## config.mk

```make
export PLATFORM = sky130hd
export DESIGN_NAME = salct_set_update
export DESIGN_NICKNAME = d
export VERILOG_FILES = /design/src/rtl/salct_pkg.sv /design/src/rtl/salct_set_update.sv
export SDC_FILE = /design/constraint.sdc
export NUM_CORES = 1
export LEC_CHECK = 0
export ABC_AREA = 1
export ABC_CLOCK_PERIOD_IN_PS = 5750
export CORE_AREA = 2 2 354 356
export DETAILED_ROUTE_END_ITERATION = 8
export DIE_AREA = 0 0 356 358
export DONT_BUFFER_PORTS = 1
export PLACE_DENSITY = 0.36
export SLEW_MARGIN = 20
export SYNTH_ARGS = -nofsm -noshare
export SYNTH_HDL_FRONTEND = slang
export SYNTH_SLANG_ARGS = --single-unit
export TNS_END_PERCENT = 20
```

## constraint.sdc

```tcl
create_clock -name vclk -period 5.75
set_clock_uncertainty 0.2 [all_clocks]
set_input_delay 0.575 -clock vclk [all_inputs]
set_output_delay 0.575 -clock vclk [all_outputs]
set_load 0.01 [all_outputs]
```

## src/rtl/salct_pkg.sv

```systemverilog
`timescale 1ns / 1ps
// ----------------------------------------------------------------------------
// salct_pkg
// Shared constants and types of the set-associative LRU cache tag block.
// ----------------------------------------------------------------------------
package salct_pkg;

  // Fixed field widths of the access and result beats
  localparam int ADDR_W     = 32;
  localparam int WAY_W      = 4;
  localparam int CNT_W      = 32;
  localparam int LINE_SHIFT = 5;    // 32-byte lines

  // Configuration port
  localparam int CFG_IDX_W  = 1;
  localparam int CFG_DATA_W = 3;
  localparam logic [CFG_IDX_W-1:0] CFG_WAYS_LOG2      = 1'd0;
  localparam logic [CFG_IDX_W-1:0] CFG_WRITE_NO_ALLOC = 1'd1;
  localparam logic [2:0]           WAYS_LOG2_RST      = 3'd1;

  localparam logic [CNT_W-1:0] CNT_MAX = {CNT_W{1'b1}};

  // Per-access control into the set update logic
  typedef struct packed {
    logic is_store;
    logic no_alloc;
  } acc_ctl_t;

  // Outcome of the set update
  typedef struct packed {
    logic hit;
    logic wr_en;
  } acc_stat_t;

endpackage

```

## src/rtl/salct_set_update.sv

```systemverilog
`timescale 1ns / 1ps
// ----------------------------------------------------------------------------
// salct_set_update
// Tag compare, LRU promotion and victim fill for one set inside a row.
// ----------------------------------------------------------------------------
module salct_set_update #(
  parameter int LOG_W = 4,
  parameter int TAG_W = 22
) (
  input  logic [LOG_W-1:0]           wmask,    // ways - 1
  input  logic [LOG_W-1:0]           off,      // first lane of the set
  input  logic [TAG_W-1:0]           tag,
  input  salct_pkg::acc_ctl_t        ctl,
  input  logic [(1<<LOG_W)*TAG_W-1:0] tags_in,
  input  logic [(1<<LOG_W)-1:0]       vld_in,
  input  logic [(1<<LOG_W)*LOG_W-1:0] lru_in,
  output logic [(1<<LOG_W)*TAG_W-1:0] tags_out,
  output logic [(1<<LOG_W)-1:0]       vld_out,
  output logic [(1<<LOG_W)*LOG_W-1:0] lru_out,
  output logic [LOG_W-1:0]           way,
  output salct_pkg::acc_stat_t       stat
);

  localparam int W = 1 << LOG_W;

  logic [LOG_W-1:0] lru_a  [W];
  logic [TAG_W-1:0] tag_a  [W];
  logic [W-1:0]     in_set;
  logic [LOG_W-1:0] pidx   [W];
  logic             hit;
  logic [LOG_W-1:0] hit_way;
  logic [LOG_W-1:0] pos;
  logic [LOG_W-1:0] victim;
  logic [LOG_W-1:0] sel_way;
  logic             do_upd;

  always_comb begin
    for (int j = 0; j < W; j++) begin
      lru_a[j]  = lru_in[j*LOG_W +: LOG_W];
      tag_a[j]  = tags_in[j*TAG_W +: TAG_W];
      pidx[j]   = LOG_W'(j) & wmask;
      in_set[j] = ((LOG_W'(j) & ~wmask) == off);
    end
  end

  // last matching way wins
  always_comb begin
    hit     = 1'b0;
    hit_way = '0;
    for (int j = 0; j < W; j++) begin
      if (in_set[j] && vld_in[j] && (tag_a[j] == tag)) begin
        hit     = 1'b1;
        hit_way = pidx[j];
      end
    end
  end

  assign victim  = lru_a[off | wmask] & wmask;
  assign do_upd  = hit || !(ctl.is_store && ctl.no_alloc);
  assign sel_way = hit ? hit_way : victim;

  // LRU position of the hit way; a miss promotes from the tail
  always_comb begin
    pos = wmask;
    if (hit) begin
      for (int j = 0; j < W; j++) begin
        if (in_set[j] && ((lru_a[j] & wmask) == hit_way)) begin
          pos = pidx[j];
        end
      end
    end
  end

  always_comb begin
    int prv;
    for (int j = 0; j < W; j++) begin
      prv = (j == 0) ? 0 : j - 1;
      lru_out[j*LOG_W +: LOG_W]  = lru_a[j];
      tags_out[j*TAG_W +: TAG_W] = tag_a[j];
      vld_out[j]                 = vld_in[j];
      if (in_set[j] && do_upd) begin
        if (pidx[j] == '0) begin
          lru_out[j*LOG_W +: LOG_W] = sel_way;
        end else if (pidx[j] <= pos) begin
          lru_out[j*LOG_W +: LOG_W] = lru_a[prv];
        end
        if (!hit && (pidx[j] == victim)) begin
          tags_out[j*TAG_W +: TAG_W] = tag;
          vld_out[j]                 = 1'b1;
        end
      end
    end
  end

  assign way        = do_upd ? sel_way : '0;
  assign stat.hit   = hit;
  assign stat.wr_en = do_upd;

endmodule

```

Word level (Yosys, flattened, before mapping)
Cells that the tools add are included.
{"block": "classes", "magnitude_cmp": 16, "eq_ne": 62, "muxes": 163, "bitwise_logic": 20, "reduce_logical": 101}
{"operator": "$mux W22", "n": 32}
{"operator": "$eq A22 B22 Y1", "n": 16}
{"operator": "$mux W4", "n": 81}
{"operator": "$eq A4 B4 Y1", "n": 32}
{"operator": "$logic_and A1 B1 Y1", "n": 81}
{"operator": "$and A4 B4 Y4", "n": 17}
{"operator": "$logic_not A4 Y1", "n": 17}
{"operator": "$mux W1", "n": 49}
{"operator": "$eq A3 B4 Y1", "n": 8}
{"operator": "$le A4 B4 Y1", "n": 8}
{"operator": "$bmux W4 S4", "n": 1}
{"operator": "$eq A2 B4 Y1", "n": 4}
{"operator": "$le A3 B4 Y1", "n": 4}
{"operator": "$eq A1 B4 Y1", "n": 2}
{"operator": "$le A2 B4 Y1", "n": 2}
{"operator": "$ge A5 B5 Y1 const B", "n": 1}
{"operator": "$not A4 Y5", "n": 1}
{"operator": "$le A1 B4 Y1", "n": 1}
{"operator": "$not A4 Y4", "n": 1}
{"operator": "$or A4 B4 Y4", "n": 1}
{"operator": "$logic_not A1 Y1", "n": 2}
{"operator": "$logic_or A1 B1 Y1", "n": 1}
{"block": "totals", "register_bits": 0, "inputBits": 464, "out_inout_bits": 438}

Depth between registers and ports, before layout
Gate-level depths: netlist (run 1).
{"block": "logic_depth", "ltp_word": 42, "ltp_mapped": 56, "mapped_depth_nobuf": 55}

Worst setup path after synthesis (run 1)
OpenSTA, ideal clock, no wires.
{"block": "synth_path", "path_type": "input to output", "from": "input wmask[0]", "to": "output lru_out[15]", "t_arrival_ps": 5234, "required_time_ps": 4975, "setup_slack_ps": -259, "cell_stages": 42, "cell_sequence": "clkbuf_1 > inv_1 > ha_1 > inv_1 > nor2_1 > nand2_1 > nor2_1 > nand2_1 > nor2_1 > nand2_1 > nor2_1 > nand2_1 > nand2_1 > nand2_1 > nand2_1 > nand2_1 > nand2_1 > nand2_1 > (+6 left out) > nand2_4 > nand2_2 > o221ai_1 > nand2_1 > a31oi_1 > nor2_1 > nor2_1 > nor2_1 > o21bai_1 > nand2_1 > buf_6 > ha_1 > a21oi_1 > a21oi_1 > nand3_1 > a21oi_1 > o21ai_0 > a31oi_1"}
{"block": "synth_via", "elab_chain_len": 42}
{"element": "start, declared", "line": "salct_set_update.sv:10", "source": "input logic [LOG_W-1:0] wmask,"}
{"element": "$not A4 Y4", "line": "salct_set_update.sv:42", "source": "in_set[j] = ((LOG_W'(j) & ~wmask) == off);"}
{"element": "$eq A1 B4 Y1", "line": "salct_set_update.sv:42"}
{"element": "$logic_and A1 B1 Y1 (2 in a row)", "line": "salct_set_update.sv:51", "source": "if (in_set[j] && vld_in[j] && (tag_a[j] == tag)) begin"}
{"element": "$mux W1", "line": "salct_set_update.sv:51"}
{"element": "$mux W4 (14 in a row)", "line": "salct_set_update.sv:51"}
{"element": "$eq A4 B4 Y1", "line": "salct_set_update.sv:67", "source": "if (in_set[j] && ((lru_a[j] & wmask) == hit_way)) begin"}
{"element": "$logic_and A1 B1 Y1", "line": "salct_set_update.sv:67"}
{"element": "$mux W4 (16 in a row)", "line": "salct_set_update.sv:67"}
{"element": "$mux W4", "line": "salct_set_update.sv:65", "source": "if (hit) begin"}
{"element": "$le A2 B4 Y1", "line": "salct_set_update.sv:84", "source": "end else if (pidx[j] <= pos) begin"}
{"element": "$mux W4", "line": "salct_set_update.sv:84"}
{"element": "$mux W4", "line": "salct_set_update.sv:82", "source": "if (pidx[j] == '0) begin"}
{"element": "$mux W4 *", "line": "salct_set_update.sv:81", "source": "if (in_set[j] && do_upd) begin"}
{"element": "end, declared", "line": "salct_set_update.sv:19", "source": "output logic [(1<<LOG_W)*LOG_W-1:0] lru_out,"}
Every way passes the cells marked *; elsewhere a longest branch is shown, timed or not. The select of a mux whose other input is x is not followed.

Worst setup path after layout (run 1)
{"block": "layout_path", "from": "input tag[8]", "to": "output lru_out[47]"}
{"block": "layout_via", "elab_chain_len": 40}
{"element": "start, declared", "line": "salct_set_update.sv:12", "source": "input logic [TAG_W-1:0] tag,"}
{"element": "$eq A22 B22 Y1", "line": "salct_set_update.sv:51"}
{"element": "$logic_and A1 B1 Y1", "line": "salct_set_update.sv:51"}
{"element": "$mux W1", "line": "salct_set_update.sv:51"}
{"element": "$mux W4 (14 in a row)", "line": "salct_set_update.sv:51"}
{"element": "$eq A4 B4 Y1", "line": "salct_set_update.sv:67"}
{"element": "$logic_and A1 B1 Y1", "line": "salct_set_update.sv:67"}
{"element": "$mux W4 (16 in a row)", "line": "salct_set_update.sv:67"}
{"element": "$mux W4", "line": "salct_set_update.sv:65"}
{"element": "$le A4 B4 Y1", "line": "salct_set_update.sv:84"}
{"element": "$mux W4", "line": "salct_set_update.sv:84"}
{"element": "$mux W4", "line": "salct_set_update.sv:82"}
{"element": "$mux W4 *", "line": "salct_set_update.sv:81"}
Every way passes the cells marked *; elsewhere a longest branch is shown, timed or not.

==> results.md, run 1 <==
- The number of antenna violations at the first check in global routing is 27.
- After routing the design area is roughly 26000 sq um.
- Net switching is 58.95% of the power.
- The number of nets in the synthesized netlist is 3879.
- The switching power is 0.001205 W.
- Setup repair after global routing could not meet its margin everywhere.
- For this configuration, the core starts out at a cell density of 13.30%.
- The detailed-route vias per instance is 4.931.
- The final weighted congestion in routability-driven placement is 1.000.
- The floorplan step set the die width to 356 um.
- The synthesized netlist cell count is around 3400.
- The number of library cell types mapped by synthesis is 64.
- For this design, the slowest cell found on the critical path is sky130_fd_sc_hd__inv_2.
- The worst min-delay path category is in -> out.
- The max-capacitance violation count is 0.
- The static power due to leakage is 12.85 nW.
- The combined area of all synthesized cells is 16400 sq um.
- The total of buffers placed on input and output ports is 0.
- The depth of the worst hold-timing path is 1.
- The post-detailed-placement half-perimeter wirelength is 156200 um.
- Data arrives at the worst endpoint at 5.54 ns.
- The number of global-route vias before repair came to roughly 27000.
- The cell row count is roughly 130.
- The clock network is responsible for 0% of the overall power.
- The synthesized design devotes to its leading area cell type 21.44% of total area.
- The wire length per cell after detailed routing is 31.90 um.
- The first global-routing pass estimated 237600 um of wire.
- Measured against its own limit, the worst slew margin works out to a little over half.
- After detailed placement, the total cell area comes to 24950 sq um.
- The average instance area after synthesis is roughly 4.8 sq um.
- The floorplan step defined a die boundary enclosing 127400 sq um.
- IR analysis of the VDD net gives a maximum drop of 0.00003150 V.
- The cell that appears most often on the critical path is sky130_fd_sc_hd__nand2_1.
- The top cell type by total area after synthesis is sky130_fd_sc_hd__nand2_1.
- The clock tree buffer count of the final layout is 0.
- The category of the worst setup path launch point is a primary input.
- The internal power component is 0.0008394 W.
- The fraction of layout cells with a size suffix above 1 is 29.67%.
- The total I/O pin count is 902.
- For hold timing, the worst endpoint is vld_out[8].
- In this run the power density over the cells is between 70 and 80 nW/um^2.
- In this run the remaining antenna-violating nets after routing total 0.
- The logic gate share of total power is 100.0%.
- The number of hold-slack violations in the final timing report is 0.
- The required time of the critical path is 4.97 ns.
- During synthesis, Yosys emitted a total of 0 warnings.
- The run finished, with violations left.
- The final critical path time including I/O delays and setup is 6.317 ns.
- Across the whole layout, storage elements account for 0 sq um.
- The iteration count of the initial detailed-routing pass is 6.
- The post-route clock period utilization is 109.9%.
- The worst hold path startpoint is vld_in[8].
- The aggregate global routing overflow is 0.
- The number of nets in the final layout is between 4000 and 5000.
- The count of flip-flops and latches is 0.
- The biggest cell delay along the critical path is 0.53 ns.
- The routed via count is 28380.
- Adding up every negative setup slack in the final design gives -22.34 ns.
- The final reports fail on setup timing.
- The detailed router's first-iteration violation count is 2967.
- Timing would allow up to between 150 and 200 MHz.
- The count of final max-slew check failures is 0.
- After synthesis, the cell types taking the most area are sky130_fd_sc_hd__nand2_1 21%, sky130_fd_sc_hd__o21ai_0 16%, sky130_fd_sc_hd__nor2_1 9.7%, sky130_fd_sc_hd__inv_1 8.1%, sky130_fd_sc_hd__nand3_1 4.4%.
- The highest net fanout along the worst path is 18.
- The critical path is of the in -> out type.
- Setup violations remaining at the end of the flow were counted as 60.
- Once routing completed, OpenROAD measured the worst setup slack at -0.5666 ns.
- The number of remaining DRC errors is 0.
- Entering global routing, the biggest net connects 46 pins.
- The area of the core is 123300 sq um.
- The sort of element at the end of the critical path is an output port.
- The part of the Yosys area used for sequential elements is 0%.
- Buffers inserted to repair hold after CTS numbered 0.
- The die extent in y is 358 um.
- The synthesis-to-finish area growth is 60.23%.
- For the pin with the worst max-slew slack, the measured transition is 0.7182 ns.
- The post-detailed-routing wire length is between 150000 and 200000 um.
- The portion of total power attributed to sequential cells is 0%.
- Global routing used between 20 and 30% of the available tracks across all layers.
## critical path, delay by kind of cell
kind,cells,cell delay [ns]
AND/OR/NAND/NOR,23,2.01
buffers and inverters,8,1.57
AO/OA/AOI/OAI,7,1.05
adder cells (fa/ha/maj),1,0.22
## synthesized netlist by cell type, types with 9 or more instances
master	n
sky130_fd_sc_hd__nand3_1	144
sky130_fd_sc_hd__buf_4	34
sky130_fd_sc_hd__buf_6	21
sky130_fd_sc_hd__nand2_1	937
sky130_fd_sc_hd__o21ai_0	512
sky130_fd_sc_hd__o21ai_1	45
sky130_fd_sc_hd__nor4_1	48
sky130_fd_sc_hd__or2_2	30
sky130_fd_sc_hd__nor3b_1	10
sky130_fd_sc_hd__inv_2	27
sky130_fd_sc_hd__a21oi_1	134
sky130_fd_sc_hd__o221ai_1	17
sky130_fd_sc_hd__xnor2_1	24
sky130_fd_sc_hd__xor2_1	66
sky130_fd_sc_hd__buf_2	33
sky130_fd_sc_hd__nand4_1	86
sky130_fd_sc_hd__o2111ai_1	21
sky130_fd_sc_hd__nor3_1	56
sky130_fd_sc_hd__inv_1	352
sky130_fd_sc_hd__nand2_2	29
sky130_fd_sc_hd__o22ai_1	87
sky130_fd_sc_hd__or2_1	9
sky130_fd_sc_hd__clkbuf_1	118
sky130_fd_sc_hd__o211ai_1	25
sky130_fd_sc_hd__nor2_1	422
## metrics by stage
step | std cells | worst slack (ns) | total power, W | hold slack (ns) | utilization (%)
CTS | 5732 | -0.7200 | 0.001984 | 1.061 | 20.78
global route | 5746 | -0.8934 | 0.002194 | 1.062 | 21.30
floorplan | 3407 | 0.01816 | 0.0009822 | 1.057 | -
detailed placement | 5716 | -1.899 | 0.001925 | 1.061 | 20.23
global placement | 5716 | -1.944 | 0.001930 | 1.061 | 20.23
finish | 5754 | -0.5666 | 0.002045 | 1.060 | 21.32
## power by group through the flow
stage | combinational, W | sequential (W) | clock (W)
2_1_floorplan | 0.000982 | 0 | 0
3_3_place_gp | 0.00193 | 0 | 0
3_5_place_dp | 0.00192 | 0 | 0
4_1_cts | 0.00198 | 0 | 0
5_1_grt | 0.00219 | 0 | 0
6_report | 0.00204 | 0 | 0.000000000153
## layout by cell type (no fill, tap or decap), types with 53 or more instances in the layout
| cell | count |
|---|---|
| sky130_fd_sc_hd__inv_1 | 333 |
| sky130_fd_sc_hd__o21ai_0 | 500 |
| sky130_fd_sc_hd__nor2_1 | 401 |
| sky130_fd_sc_hd__o22ai_1 | 86 |
| sky130_fd_sc_hd__nand3_1 | 119 |
| sky130_fd_sc_hd__a21oi_1 | 96 |
| sky130_fd_sc_hd__o21ai_1 | 53 |
| sky130_fd_sc_hd__buf_12 | 76 |
| sky130_fd_sc_hd__buf_4 | 808 |
| sky130_fd_sc_hd__nand2_1 | 898 |
| sky130_fd_sc_hd__xor2_1 | 66 |
| sky130_fd_sc_hd__nor3_1 | 54 |
| sky130_fd_sc_hd__nand4_1 | 86 |
## cell type report
class | count | area (sq um)
Fill cell | 14440 | 97030
Tap cell | 1637 | 2048
Inverter | 386 | 1508
Antenna cell | 8 | 20.02
Timing Repair Buffer | 912 | 7908
Multi-Input combinational cell | 2811 | 14800
## worst max path at each step
stage,slack (ns),start,endpoint
floorplan,0.02,wmask[1],lru_out[60]
global placement,-1.94,wmask[2],lru_out[47]
detailed placement,-1.90,wmask[2],lru_out[47]
CTS,-0.72,wmask[2],lru_out[47]
global route,-0.89,off[0],lru_out[47]
finish,-0.57,tag[8],lru_out[47]
## kinds of logic after synthesis
kind of cell | after synthesis | synth area share (%)
and+or+nand+nor | 1827 | 48.93
AOI/OAI and AO/OA | 886 | 29.88
buffers and inverters | 596 | 15.77
xor gates and xnor gates | 90 | 4.805
adders and majority gates | 8 | 0.6102
## metal layers
| layer | up-vias | track usage, % | share of wire, % |
|---|---|---|---|
| met5 | - | 0 | 0.065 |
| met4 | 12 | 8.439 | 3.9 |
| met3 | 281 | 7.008 | 9.3 |
| met2 | 1711 | 45.13 | 46 |
| met1 | 13590 | 33.81 | 41 |
| li1 | 12790 | - | - |
## what timing repair did
action	4_1_cts	5_1_grt
setup endpoints to repair	136	81
pin swaps	51	67
gates resized for setup	150	127
setup buffers	16	14
gates cloned	0	1
Note: power is estimated with default switching activity, not from simulation.
==> inputs of run 2 (changes only) <==
Settings changed: PLACE_DENSITY 0.36 to 0.32.
==> run 2 against run 1 <==
Compared with the run above:
- clock-buffer cell count unchanged
- non-clock buffer count grew 194
- routed wire length is 3.8% higher
- via count rose by 1.7%
- total power up 7.7%
- the flow still finishes with violations (setup timing)
- combinational power increased by 8%
- hold slack about the same
==> results.md, run 2 (synthesis gave the netlist of run 1 again) <==
- The flow ran to the end, but the final reports show violations.
- The final reports fail on setup timing.
- For this design the ratio of total power to cell area is 78.54 nW/um^2.
- The final count of negative-setup-slack endpoints is 59.
- The static power due to leakage is 13.85 nW.
- The pre-antenna-repair detailed-routing pass consisted of 6 iterations.
- The number of remaining DRC errors is 0.
- The top cell types in the final layout, fill and taps aside, are 1008 x sky130_fd_sc_hd__buf_4, 880 x sky130_fd_sc_hd__nand2_1, 492 x sky130_fd_sc_hd__o21ai_0.
- The leading cell type in the layout, fill and taps excluded is sky130_fd_sc_hd__buf_4.
- For the worst setup path, the data required time is slightly below 5 ns.
- For the worst setup path, the data arrival time is roughly 5.3 ns.
- The count of cell instances traversed by the critical path is 46.
- OpenSTA, run right after detailed placement, puts the worst setup slack at -1.017 ns.
- Sequential cells placed in the final layout were counted as 0.
- The post-route clock period utilization is 105.5%.
- The floorplan step set the die height to 358 um.
- The relative slew slack is 46.21%.
- The post-detailed-placement half-perimeter wirelength is 161100 um.
- The sequential cells in the finished layout cover a total of 0 sq um.
- The synthesis-to-finish area growth is 70.96%.
- The floorplan step set the die width to 356 um.
- The number of nets in the final layout is ~4800.
- The sort of element at the end of the critical path is an output port.
- At the end of routability-driven placement, the weighted congestion stood at 0.9985.
- Of the cells placed in the final design, the portion with a size suffix greater than 1 is between 30% and 40%.
- The aggregate global routing overflow is 0.
- The die covers 127400 sq um.
- The number of buffers and inverters on the critical path is 8.
- For this configuration, the core starts out at a cell density of 13.30%.
- The cell with the biggest individual delay on the critical path is sky130_fd_sc_hd__ha_4.
- The worst setup margin is -0.3164 ns.
- Based on the critical path, the design can be clocked at up to 164.8 MHz.
- After floorplanning, the core was sized to cover 123300 sq um.
- The count of final max-slew check failures is 0.
- Buffers placed on the I/O ports in this run total 0.
- The final critical path time including I/O delays and setup is 6.066 ns.
- The most numerous cell on the critical path is sky130_fd_sc_hd__nand2_1.
- The accumulated negative setup slack is -10.44 ns.
- During I/O placement, the number of pins put on the boundary was roughly 900.
- The worst min-delay path category is in -> out.
- Across the run, the number of max-cap violations was 0.
- The gate family responsible for the most delay along the worst path is simple AND/OR/NAND/NOR gates.
- The remaining number of nets flagged by the antenna check after routing is 0.
- Setup repair after global routing could not meet its margin everywhere.
- After detailed routing, the number of vias per cell comes to between 4 and 5.
- The global-route wire length before repair is 246800 um.
- The final cell area excluding filler cells is 28040 sq um.
- The depth of the worst hold-timing path is 1.
- The routed via count is 28850.
- The number of global-route vias before repair is 27550.
- The post-detailed-routing wire length is about 190000 um.
- The number of hold-slack violations in the final timing report is 0.
- The cell area after placement is 26020 sq um.
- The total global-route track usage is 28.18%.
- The layout has 0 clock buffers.
- The detailed router's first-iteration violation count is about 2600.
- The floorplan has roughly 130 rows.
- The number of antenna violations at the first check in global routing is 23.
- The worst supply voltage drop on vdd is 0.00003403 V.
- The largest single stage delay on the critical path is 0.30 ns.
- Entering global routing, the biggest net connects 46 pins.
- The category of the worst setup path launch point is a primary input.
- For the pin with the worst max-slew slack, the measured transition is 0.8068 ns.
- Dividing the detail-routed wire length by the instance count gives 32.01 um.
- Buffers inserted to repair hold after CTS numbered 0.
- Along the worst path, the maximum fanout reaches 18.
- Final hold analysis gives a worst-case slack of about 1.1 ns.
- Summing internal, switching and leakage power gives 0.002203 W.
- The worst setup path is of the in -> out kind.
[run 2: final cells by class]
class	instances	area [sq um]
Inverter	386	1610
Timing Repair Buffer	1106	9240
Fill cell	14460	95270
Multi-Input combinational cell	2811	15120
Antenna cell	11	27.53
Tap cell	1637	2048
[run 2: per-layer routing]
layer | vias to the layer above | routed length [um] | GRT usage [%]
li1 | 13220 | - | -
met5 | - | 75 | 0
met2 | 1501 | 88410 | 47.23
met4 | 10 | 7681 | 9.679
met1 | 13850 | 77840 | 34.70
met3 | 267 | 16480 | 7.410
[run 2: path summary, 6_finish.rpt]
kind / from / to / slack (ns)
worst max-delay path: tag[19] / lru_out[31] / -0.32
worst min-delay path: vld_in[8] / vld_out[8] / 1.06
[run 2: timing repair]
action	in CTS	in global routing
cloned	1	0
endpoints found under the setup margin	192	68
buffers inserted	37	16
gates resized for setup	301	104
pin swaps	136	101
[run 2: power by group]
group | internal, W | switching (W) | total [W]
logic | 0.000946 | 0.00126 | 0.00220
clock network | 0.000000000132 | 0 | 0.000000000132
registers | 0 | 0 | 0
[run 2: stage by stage]
stage          utilization, %  std cells
3_5_place_dp            21.10       5889
4_1_cts                 22.35       5925
2_1_floorplan               -       3407
5_1_grt                 22.72       5941
3_3_place_gp            21.10       5889
6_report                22.74       5951
